===== config.mk =====
export PLATFORM = sky130hd
export DESIGN_NAME = lfu_cache_table_top
export DESIGN_NICKNAME = d
export VERILOG_FILES = /design/src/rtl/lfu_pkg.sv /design/src/rtl/lfu_front.sv /design/src/rtl/lfu_back.sv /design/src/rtl/lfu_cache_table_top.sv
export SDC_FILE = /design/constraint.sdc
export NUM_CORES = 2
export LEC_CHECK = 0
export BUFFER_PORTS_ARGS = -buffer_cell sky130_fd_sc_hd__buf_4
export CORE_MARGIN = 10
export CORE_UTILIZATION = 60
export DETAILED_ROUTE_END_ITERATION = 8
export PLACE_DENSITY = 0.85
export SYNTH_ARGS = -nofsm -noshare
export SYNTH_HDL_FRONTEND = slang
export SYNTH_SLANG_ARGS = --single-unit

===== constraint.sdc =====
create_clock -name aclk -period 25.6 [get_ports aclk]
set_input_delay 5.12 -clock aclk [delete_from_list [all_inputs] [get_ports aclk]]
set_output_delay 5.12 -clock aclk [all_outputs]
set_load 0.005 [all_outputs]

===== src/rtl/lfu_pkg.sv =====
`timescale 1ns / 1ps
// ----------------------------------------------------------------------------
// LFU cache package
// Shared constants and the queue entry type of the LFU cache table.
// ----------------------------------------------------------------------------
package lfu_pkg;

    localparam int ENTRIES    = 16;
    localparam int IDX_BITS   = 4;
    localparam int CAP_BITS   = 5;
    localparam int COUNT_BITS = 16;
    localparam int KEY_BITS   = 32;
    localparam int RANK_BITS  = 4;

    localparam logic [COUNT_BITS-1:0] COUNT_MAX = {COUNT_BITS{1'b1}};
    localparam logic [CAP_BITS-1:0]   CAP_RESET = CAP_BITS'(ENTRIES);

    localparam logic OP_GET = 1'b0;
    localparam logic OP_PUT = 1'b1;

    // One accepted request as it waits between front and back end.
    typedef struct packed {
        logic                       opcode;
        logic signed [KEY_BITS-1:0] lookup_key;
        logic signed [KEY_BITS-1:0] store_value;
    } req_t;

endpackage


===== src/rtl/lfu_front.sv =====
`timescale 1ns / 1ps
// ----------------------------------------------------------------------------
// LFU cache front end
// Accepts request transfers and holds them in a two-entry queue.
// ----------------------------------------------------------------------------
module lfu_front (
    input  logic          aclk,
    input  logic          aresetn,
    input  logic          s_tvalid,
    output logic          s_tready,
    input  lfu_pkg::req_t s_req,
    output logic          q_valid,
    input  logic          q_ready,
    output lfu_pkg::req_t q_req
);

    lfu_pkg::req_t mem_reg [2];
    logic       wr_ptr_reg, wr_ptr_next;
    logic       rd_ptr_reg, rd_ptr_next;
    logic [1:0] count_reg, count_next;
    logic       push, pop;

    assign s_tready = (count_reg != 2'd2);
    assign q_valid  = (count_reg != 2'd0);
    assign q_req    = mem_reg[rd_ptr_reg];
    assign push     = s_tvalid && s_tready;
    assign pop      = q_valid && q_ready;

    // Pointer and fill bookkeeping.
    always_comb begin
        wr_ptr_next = wr_ptr_reg ^ push;
        rd_ptr_next = rd_ptr_reg ^ pop;
        count_next  = count_reg + {1'b0, push} - {1'b0, pop};
    end

    always_ff @(posedge aclk) begin
        if (!aresetn) begin
            wr_ptr_reg <= 1'b0;
            rd_ptr_reg <= 1'b0;
            count_reg  <= 2'd0;
        end else begin
            wr_ptr_reg <= wr_ptr_next;
            rd_ptr_reg <= rd_ptr_next;
            count_reg  <= count_next;
        end
    end

    // Queue storage.
    always_ff @(posedge aclk) begin
        if (push) begin
            mem_reg[wr_ptr_reg] <= s_req;
        end
    end

    a_no_overflow: assert property (@(posedge aclk) disable iff (!aresetn)
        count_reg == 2'd2 |-> !s_tready) else $error("queue overflow");
    a_count_range: assert property (@(posedge aclk) disable iff (!aresetn)
        count_reg != 2'd3) else $error("queue count out of range");
    a_pop_nonempty: assert property (@(posedge aclk) disable iff (!aresetn)
        pop |-> count_reg != 2'd0) else $error("pop from empty queue");

endmodule


===== src/rtl/lfu_back.sv =====
`timescale 1ns / 1ps
// ----------------------------------------------------------------------------
// LFU cache back end
// Looks up, selects a victim and updates the table; one result per request.
// ----------------------------------------------------------------------------
module lfu_back (
    input  logic                              aclk,
    input  logic                              aresetn,
    input  logic [lfu_pkg::CAP_BITS-1:0]      cap_cfg,
    input  logic                              q_valid,
    output logic                              q_ready,
    input  lfu_pkg::req_t                     q_req,
    output logic                              m_tvalid,
    input  logic                              m_tready,
    output logic [71:0]                       m_tdata
);

    typedef enum logic [1:0] {ST_IDLE, ST_EXEC, ST_OUT} state_t;

    state_t state_reg;
    lfu_pkg::req_t req_reg;

    logic [lfu_pkg::ENTRIES-1:0]          valid_reg;
    logic signed [lfu_pkg::KEY_BITS-1:0]  key_reg   [lfu_pkg::ENTRIES];
    logic signed [lfu_pkg::KEY_BITS-1:0]  value_reg [lfu_pkg::ENTRIES];
    logic [lfu_pkg::COUNT_BITS-1:0]       count_reg [lfu_pkg::ENTRIES];
    logic [lfu_pkg::RANK_BITS-1:0]        rank_reg  [lfu_pkg::ENTRIES];
    logic [lfu_pkg::CAP_BITS-1:0]         occ_reg;

    logic                          o_hit_reg, o_ev_reg;
    logic signed [31:0]            o_rd_reg, o_evk_reg;

    logic                          hit_c, vfound_c;
    logic [lfu_pkg::IDX_BITS-1:0]  hidx_c, vidx_c, free_c;
    logic [lfu_pkg::CAP_BITS-1:0]  cap_c;

    // Victim search tree: node n holds the better of nodes 2n and 2n+1.
    logic [2*lfu_pkg::ENTRIES-1:0] node_v;
    logic [lfu_pkg::IDX_BITS-1:0]  node_i [2*lfu_pkg::ENTRIES];
    logic [lfu_pkg::IDX_BITS-1:0]  left_c, right_c;

    assign q_ready  = (state_reg == ST_IDLE);
    assign m_tvalid = (state_reg == ST_OUT);
    assign m_tdata  = {6'd0, o_evk_reg, o_ev_reg, o_rd_reg, o_hit_reg};
    assign cap_c    = (cap_cfg > lfu_pkg::CAP_RESET) ? lfu_pkg::CAP_RESET : cap_cfg;

    // Parallel key compare and free slot search.
    always_comb begin
        hit_c    = 1'b0;
        hidx_c   = '0;
        free_c   = '0;
        for (int j = lfu_pkg::ENTRIES - 1; j >= 0; j--) begin
            if (valid_reg[j] && key_reg[j] == req_reg.lookup_key) begin
                hit_c  = 1'b1;
                hidx_c = lfu_pkg::IDX_BITS'(j);
            end
            if (!valid_reg[j]) begin
                free_c = lfu_pkg::IDX_BITS'(j);
            end
        end
    end

    // Lowest count, then oldest rank, picked by a balanced compare tree.
    // Ranks of valid entries are distinct, so the winner is unique.
    always_comb begin
        node_v[0] = 1'b0;
        node_i[0] = '0;
        left_c    = '0;
        right_c   = '0;
        for (int j = 0; j < lfu_pkg::ENTRIES; j++) begin
            node_v[lfu_pkg::ENTRIES + j] = valid_reg[j];
            node_i[lfu_pkg::ENTRIES + j] = lfu_pkg::IDX_BITS'(j);
        end
        for (int n = lfu_pkg::ENTRIES - 1; n >= 1; n--) begin
            left_c  = node_i[2*n];
            right_c = node_i[2*n+1];
            if (node_v[2*n] && (!node_v[2*n+1] || count_reg[left_c] < count_reg[right_c] ||
                (count_reg[left_c] == count_reg[right_c] &&
                 rank_reg[left_c] > rank_reg[right_c]))) begin
                node_i[n] = left_c;
            end else begin
                node_i[n] = right_c;
            end
            node_v[n] = node_v[2*n] | node_v[2*n+1];
        end
        vfound_c = node_v[1];
        vidx_c   = node_i[1];
    end

    always_ff @(posedge aclk) begin
        if (!aresetn) begin
            state_reg <= ST_IDLE;
            valid_reg <= '0;
            occ_reg   <= '0;
        end else begin
            case (state_reg)
                ST_IDLE: begin
                    if (q_valid) begin
                        req_reg   <= q_req;
                        state_reg <= ST_EXEC;
                    end
                end
                ST_EXEC: begin
                    state_reg  <= ST_OUT;
                    o_hit_reg  <= hit_c;
                    o_rd_reg   <= '0;
                    o_ev_reg   <= 1'b0;
                    o_evk_reg  <= '0;
                    if (hit_c) begin
                        // Touch: promote to most recent and bump the count.
                        // A put with zero capacity leaves the table alone.
                        if (req_reg.opcode == lfu_pkg::OP_GET || cap_c != '0) begin
                            for (int j = 0; j < lfu_pkg::ENTRIES; j++) begin
                                if (valid_reg[j] && rank_reg[j] < rank_reg[hidx_c]) begin
                                    rank_reg[j] <= rank_reg[j] + 1'b1;
                                end
                            end
                            rank_reg[hidx_c] <= '0;
                            if (count_reg[hidx_c] != lfu_pkg::COUNT_MAX) begin
                                count_reg[hidx_c] <= count_reg[hidx_c] + 1'b1;
                            end
                        end
                        if (req_reg.opcode == lfu_pkg::OP_GET) begin
                            o_rd_reg <= value_reg[hidx_c];
                        end else if (cap_c != '0) begin
                            value_reg[hidx_c] <= req_reg.store_value;
                        end
                    end else if (req_reg.opcode == lfu_pkg::OP_PUT && cap_c != '0) begin
                        if (occ_reg >= cap_c && vfound_c) begin
                            // Evict and insert in the victim's slot.
                            o_ev_reg  <= 1'b1;
                            o_evk_reg <= key_reg[vidx_c];
                            for (int j = 0; j < lfu_pkg::ENTRIES; j++) begin
                                if (valid_reg[j] && rank_reg[j] < rank_reg[vidx_c]) begin
                                    rank_reg[j] <= rank_reg[j] + 1'b1;
                                end
                            end
                            key_reg[vidx_c]   <= req_reg.lookup_key;
                            value_reg[vidx_c] <= req_reg.store_value;
                            count_reg[vidx_c] <= lfu_pkg::COUNT_BITS'(1);
                            rank_reg[vidx_c]  <= '0;
                        end else begin
                            for (int j = 0; j < lfu_pkg::ENTRIES; j++) begin
                                if (valid_reg[j]) begin
                                    rank_reg[j] <= rank_reg[j] + 1'b1;
                                end
                            end
                            valid_reg[free_c] <= 1'b1;
                            key_reg[free_c]   <= req_reg.lookup_key;
                            value_reg[free_c] <= req_reg.store_value;
                            count_reg[free_c] <= lfu_pkg::COUNT_BITS'(1);
                            rank_reg[free_c]  <= '0;
                            occ_reg           <= occ_reg + 1'b1;
                        end
                    end
                end
                ST_OUT: begin
                    if (m_tready) begin
                        state_reg <= ST_IDLE;
                    end
                end
                default: state_reg <= ST_IDLE;
            endcase
        end
    end

    a_occ_range: assert property (@(posedge aclk) disable iff (!aresetn)
        occ_reg <= lfu_pkg::CAP_RESET) else $error("occupancy overflow");
    a_occ_match: assert property (@(posedge aclk) disable iff (!aresetn)
        occ_reg == lfu_pkg::CAP_BITS'($countones(valid_reg)))
        else $error("occupancy mismatch");
    a_ev_miss: assert property (@(posedge aclk) disable iff (!aresetn)
        m_tvalid && o_ev_reg |-> !o_hit_reg) else $error("eviction on hit");
    a_hold_out: assert property (@(posedge aclk) disable iff (!aresetn)
        m_tvalid && !m_tready |=> m_tvalid && $stable(m_tdata))
        else $error("result dropped");

endmodule


===== src/rtl/lfu_cache_table_top.sv =====
`timescale 1ns / 1ps
// Each request passes the queue, then the back end's accept, update and result states.
// The back end takes no new request until the last result is taken by the receiver.
// A two-entry request queue keeps the input open while a result waits.
// Reset (aresetn low, synchronous): table empty, capacity 16, no result pending.
// ----------------------------------------------------------------------------
// LFU cache table top
// LFU key/value cache with least-recent tie break on eviction.
// ----------------------------------------------------------------------------
module lfu_cache_table_top (
    input  logic         aclk,
    input  logic         aresetn,
    input  logic         cfg_wr_en,
    input  logic [4:0]   cfg_wr_data,
    input  logic         s_tvalid,
    output logic         s_tready,
    input  logic [71:0]  s_tdata,  // opcode, lookup_key, store_value, zero pad
    output logic         m_tvalid,
    input  logic         m_tready,
    output logic [71:0]  m_tdata   // hit, read_value, evicted, evicted_key, zero pad
);

    logic [lfu_pkg::CAP_BITS-1:0] cap_reg;
    lfu_pkg::req_t s_req, q_req;
    logic q_valid, q_ready;

    // Capacity register.
    always_ff @(posedge aclk) begin
        if (!aresetn) begin
            cap_reg <= lfu_pkg::CAP_RESET;
        end else if (cfg_wr_en) begin
            cap_reg <= cfg_wr_data;
        end
    end

    assign s_req.opcode      = s_tdata[0];
    assign s_req.lookup_key  = s_tdata[32:1];
    assign s_req.store_value = s_tdata[64:33];

    lfu_front u_front (
        .aclk(aclk), .aresetn(aresetn),
        .s_tvalid(s_tvalid), .s_tready(s_tready), .s_req(s_req),
        .q_valid(q_valid), .q_ready(q_ready), .q_req(q_req)
    );

    lfu_back u_back (
        .aclk(aclk), .aresetn(aresetn), .cap_cfg(cap_reg),
        .q_valid(q_valid), .q_ready(q_ready), .q_req(q_req),
        .m_tvalid(m_tvalid), .m_tready(m_tready), .m_tdata(m_tdata)
    );

endmodule

---- Word-level counts from Yosys, hierarchy flattened ----
Memories as Yosys holds them, arrays and structs flattened. A register that Yosys moved wholly into a read port is not among the register bits.
Cells that the tools add are included.
storage, ports and cells
  bits in writable memories ............... 1474
  output and inout port bits .............. 74
  word-level logic and storage cells ...... 809
  input port bits ......................... 82
  register bits ........................... 34
  memories ................................ 5
operators by class
  muxes and demuxes ....................... 473
  bitwise gates (word level) .............. 54
  add/subtract/negate cells ............... 20
  equality and inequality tests ........... 37
  magnitude comparators ................... 66
  reduce and logical (&&, ||, !) cells .... 145
memory list
  memory            words  width  read ports  clocked after Yosys merged registers in  write ports  RTL line         text
  u_back.key_reg    16     32     17          1                                        1            lfu_back.sv:24   logic signed [lfu_pkg::KEY_BITS-1:0] key_reg [lfu_pkg::ENTRIES];
  u_back.value_reg  16     32     1           1                                        1            lfu_back.sv:25   logic signed [lfu_pkg::KEY_BITS-1:0] value_reg [lfu_pkg::ENTRIES];
  u_back.count_reg  16     16     31          0                                        1            lfu_back.sv:26   logic [lfu_pkg::COUNT_BITS-1:0] count_reg [lfu_pkg::ENTRIES];
  u_front.mem_reg   2      65     1           1                                        1            lfu_front.sv:17  lfu_pkg::req_t mem_reg [2];
  u_back.rank_reg   16     4      32          0                                        17           lfu_back.sv:27   logic [lfu_pkg::RANK_BITS-1:0] rank_reg [lfu_pkg::ENTRIES];
operator list
  operator                                       count
  equality test 32 bit                           16
  two-way mux 1 bit                              383
  two-way mux 4 bit                              74
  equality test 16 bit                           15
  < comparator 16 bit                            15
  < comparator 4 bit                             32
  two-way mux 32 bit                             3
  OR reduction 32 bit                            3
  logical AND 1 bit                              83
  adder 4 x 1 -> 4 bit, second input constant    16
  > comparator 4 bit                             15
  OR 1 bit                                       47
  two-way mux 16 bit                             2
  OR reduction 16 bit                            2
  logical OR 1 bit                               31
  adder 16 x 1 -> 16 bit, second input constant  1
  != test 16 bit, second input constant          1
  OR 16 bit                                      1
  logical NOT 1 bit                              15
  two-way mux 2 bit                              6
  OR reduction 4 bit                             2
  two-way mux 3 bit                              2
  case mux 2 bit (3 select lines)                1
  adder 5 x 1 -> 5 bit, second input constant    1
  22 further kinds                               28

---- Depth between registers and ports, before layout ----
An unclocked memory read counts as a cell.
  word-level depth ........................ 36
  mapped depth ............................ 67
  mapped depth without buffers ............ 59

---- Modules after synthesis ----
Synthesis repeated with hierarchy kept, for this count alone.
second synthesis, totals
  cell total of the unflattened synthesis .. 7796
  area, all modules ....................... 89079.2 sq um
modules (own cells, without submodules)
  module               instances  area an instance (sq um)  seq. area each (sq um)  cells each
  lfu_back             1          83915.5                   44112.3                 7549
  lfu_front            1          4973.5                    4003.8                  231
  lfu_cache_table_top  1          190.2                     100.1                   16

---- Least setup slack after synthesis ----
No wires, ideal clock.
  path kind ............................... flip-flop to flip-flop
  from .................................... mem u_back.count_reg[2][11] in the netlist's numbering
  to ...................................... mem u_back.rank_reg[8][1] in the netlist's numbering
  stages on the path, launching flop included .. 61
  path buffers ............................ 11
  required time ........................... 25478 ps
  path slack .............................. 11483 ps
  period minus slack after synthesis ...... 14117 ps
  setup time .............................. 122 ps
  data arrival time ....................... 13995 ps
  path through ............................ edfxtp_1 ha_1 a21oi_1 nor2b_1 o31a_1 o211ai_1 a32o_1 clkbuf_1 clkbuf_1 buf_1 a21oi_1 ha_1 nand3_1 or2_2 a31oi_1 a211oi_1 or2_2 a22oi_1 (+25 left out) a2111oi_0 o31a_1 clkbuf_1 a21o_1 clkbuf_1 buf_1 mux4_2 mux2_2 o21ai_0 ha_1 a21oi_1 nand2_1 or3_1 nor3_1 nor3_1 a21oi_1 mux2i_1 nor2_1
RTL lines
  element             RTL line
  start: declaration  lfu_back.sv:26
  end: declaration    lfu_back.sv:27

==> impl_metrics.env <==
export IMPL_outcome="finished clean"
export IMPL_critPathLaunchType="flop"
export IMPL_synthTopCellsByCount="edfxtp_1 (1541), nand2_1 (544), ha_1 (423)"
export IMPL_ir_drop_uv=78.7
export IMPL_hold_path_depth=2
export IMPL_dp_hpwl_um=189000
export IMPL_power_density_mw_per_mm2=68.6
export IMPL_drtIter0Drc=9319
export IMPL_drtAntennaViolNets=0
export IMPL_grt_max_degree=226
export IMPL_cp_end_kind="flop"
export IMPL_yosys_cell_types_count=96
export IMPL_clkTransAtPathRegs_ns=0.06
export IMPL_ys_warn_count=0
export IMPL_drive_gt1_share_pct=12.0
export IMPL_yosysTopAreaCell="edfxtp_1"
export IMPL_num_vias=65300
export IMPL_cts_inserted_buffers=163
export IMPL_synth_edf_count=1541
export IMPL_pin_count=156
export IMPL_critical_path_buf_inv_count=8
export IMPL_vias_per_cell=6.92
export IMPL_fin_tns_setup_ns=0
export IMPL_clock_root_buffer="clkbuf_16"
export IMPL_syn_cell_area_mm2=0.0889
export IMPL_grt_pass1_vias=61500
export IMPL_cp_arrival_ns=18.80
export IMPL_yosysTopAreaCellShare_pct=52.1
export IMPL_p_leak_nw=34.0
export IMPL_max_cap_violations=0
export IMPL_die_height_um=405
export IMPL_post_drt_wl_per_cell_um=29.7
export IMPL_cts_tree="built"
export IMPL_area_growth_pct=9.48
export IMPL_cts_path_max_buffers=3
export IMPL_dieWidth_um=405
export IMPL_insertion_delay_ns=0.83
export IMPL_max_slew_margin_pct=8.04
export IMPL_ys_seq_elements=1637
export IMPL_slowest_delay_ns=0.90
export IMPL_period_share_pct=70.7
export IMPL_cp_common_cell="buf_4"
export IMPL_worstHoldStart="cap_reg[2]"
export IMPL_max_clock_freq_mhz=55.2
export IMPL_r2r_end="u_back.rank_reg[0][2]"
export IMPL_coreArea_mm2=0.147
export IMPL_finalNetCount=7893
export IMPL_slowest_stage="o31a_2"
export IMPL_grt_overflow_total=0
export IMPL_worst_pin_slew_ns=1.37
export IMPL_htree_levels=4
export IMPL_fin_worst_skew_ns=0.0397
export IMPL_avgSynthCellArea_um2=12.1
export IMPL_cpLargestDelayFamily="compound AO/OA/AOI/OAI gates"
export IMPL_async_flop_share_pct=0
export IMPL_synth_seq_area_share_pct=54.2
export IMPL_synth_area_leaders="edfxtp_1 (52%), ha_1 (6.0%), mux2i_1 (4.3%)"
export IMPL_r2r_worst_path_cells=55
export IMPL_yosys_cell_count_top_type="edfxtp_1"
export IMPL_rsz0062_at_grt="false"
export IMPL_syn_inst=7361
export IMPL_hold_path_endpoint="cap_reg[2]"
export IMPL_numClockSinks=1637
export IMPL_required_ns=26.30
export IMPL_cts_setup_buffers=0
export IMPL_hold_viol_final=0
export IMPL_cp_max_fo=72
export IMPL_rrSetupSlack_ns=7.50
export IMPL_maxSlewViolCount=0
export IMPL_crit_type="flop to flop"
export IMPL_firstDrtPassIters=9
export IMPL_totalWireLength_um=281000
export IMPL_die_area_mm2=0.164
export IMPL_timing_rr_start="u_back.count_reg[2][9]"
export IMPL_antenna_found_initial=3
export IMPL_insertedDiodeCount=0
export IMPL_start_util_pct=60.3
export IMPL_rows=141
export IMPL_gp_congestion=0.994
export IMPL_fin_hold_ws_ns=0.530
export IMPL_min_period_ns=18.10
export IMPL_grtUsageTotal_pct=33.2
export IMPL_cts_repair_resized=0
export IMPL_port_buffers=142
export IMPL_final_core_util_pct=66.0
export IMPL_route_detailed_drc=0
export IMPL_ctsHoldBuffers=0
export IMPL_synth_ff_type="edfxtp_1"
export IMPL_setup_viol=0
export IMPL_min_path_type="flop to flop"
export IMPL_grt_pass1_wl_um=406000
export IMPL_fill_cells=10600
[power by group]
group | leakage [nW] | switching (mW) | internal, mW
clock | 2.55 | 1.06 | 1.32
combinational | 16.7 | 0.709 | 0.329
sequential | 14.7 | 0.114 | 3.14
total | 34.0 | 1.88 | 4.79
[tightest hold or removal path: stages, from the launching register on]
cell     delay, ns
dfxtp_1       0.34
mux2i_1       0.08
nor2_1        0.08
[per-stage QoR]
step | cells | worst slack [ns] | total power, mW | cell area (um^2)
finish | 9447 | 7.50 | 6.67 | 97300
global route | 9447 | 6.71 | 6.85 | 97300
CTS | 9447 | 7.95 | 6.65 | 97300
detailed placement | 9153 | 8.04 | 4.30 | 92100
global placement | 9153 | 8.11 | 4.27 | 92100
floorplan | 7366 | 11.48 | 3.92 | 88900
[cells in the final DEF, fill, tap and decap left out, drive strengths merged, types with 96 or more instances in the layout]
master	Yosys	layout
edfxtp	1541	1541
nand2	545	545
nand3	105	105
nand4	114	114
mux2i	385	385
a21oi	405	405
nor3	193	193
nor2	409	409
nor2b	195	195
nor4	192	192
o21ai	309	309
ha	423	423
mux4	144	144
a211oi	351	351
dfxtp	96	96
xnor2	185	185
clkbuf	256	192
inv	215	220
xor2	379	379
buf	199	312
[worst max-delay path by stage]
stage,from,end,slack (ns),cells after the start
2_1_floorplan,u_back.count_reg[2][11],u_back.rank_reg[8][1],11.48,60
3_3_place_gp,u_back.count_reg[2][13],u_back.rank_reg[0][2],8.11,55
3_5_place_dp,u_back.count_reg[2][13],u_back.rank_reg[0][2],8.04,55
4_1_cts,u_back.count_reg[2][9],u_back.rank_reg[0][2],7.95,55
5_1_grt,u_back.count_reg[2][9],u_back.rank_reg[0][2],6.71,56
6_report,u_back.count_reg[2][9],u_back.rank_reg[0][2],7.50,55
[area by class of cell]
class / count / area [um^2] / area share (%)
repair buffers: 312 / 2390 / 2.46
flip-flops and latches: 1637 / 48200 / 49.5
inverters: 217 / 817 / 0.840
clock buffers: 192 / 4240 / 4.36
clock inverters: 102 / 998 / 1.03
multi-input cells: 5057 / 38300 / 39.3
well taps: 1930 / 2410 / 2.48
[kinds of logic after synthesis]
family / synth area share (%)
xor+xnor: 5.56
mux: 9.12
flops: 54.2
fa+ha+maj: 5.95
buf+inv: 3.39
other cells: 0.00422
simple gates: 11.3
compound gates: 10.5
[metal layers]
metal / up-vias / track usage, % / part of all wire (%)
met5: - / 0 / 0.011
met4: 4 / 14.3 / 4.7
met3: 772 / 8.78 / 13
met2: 4540 / 50.2 / 44
met1: 31900 / 45.3 / 38
li1: 28100 / - / -
No activity file was read; power rests on OpenSTA's default activity.
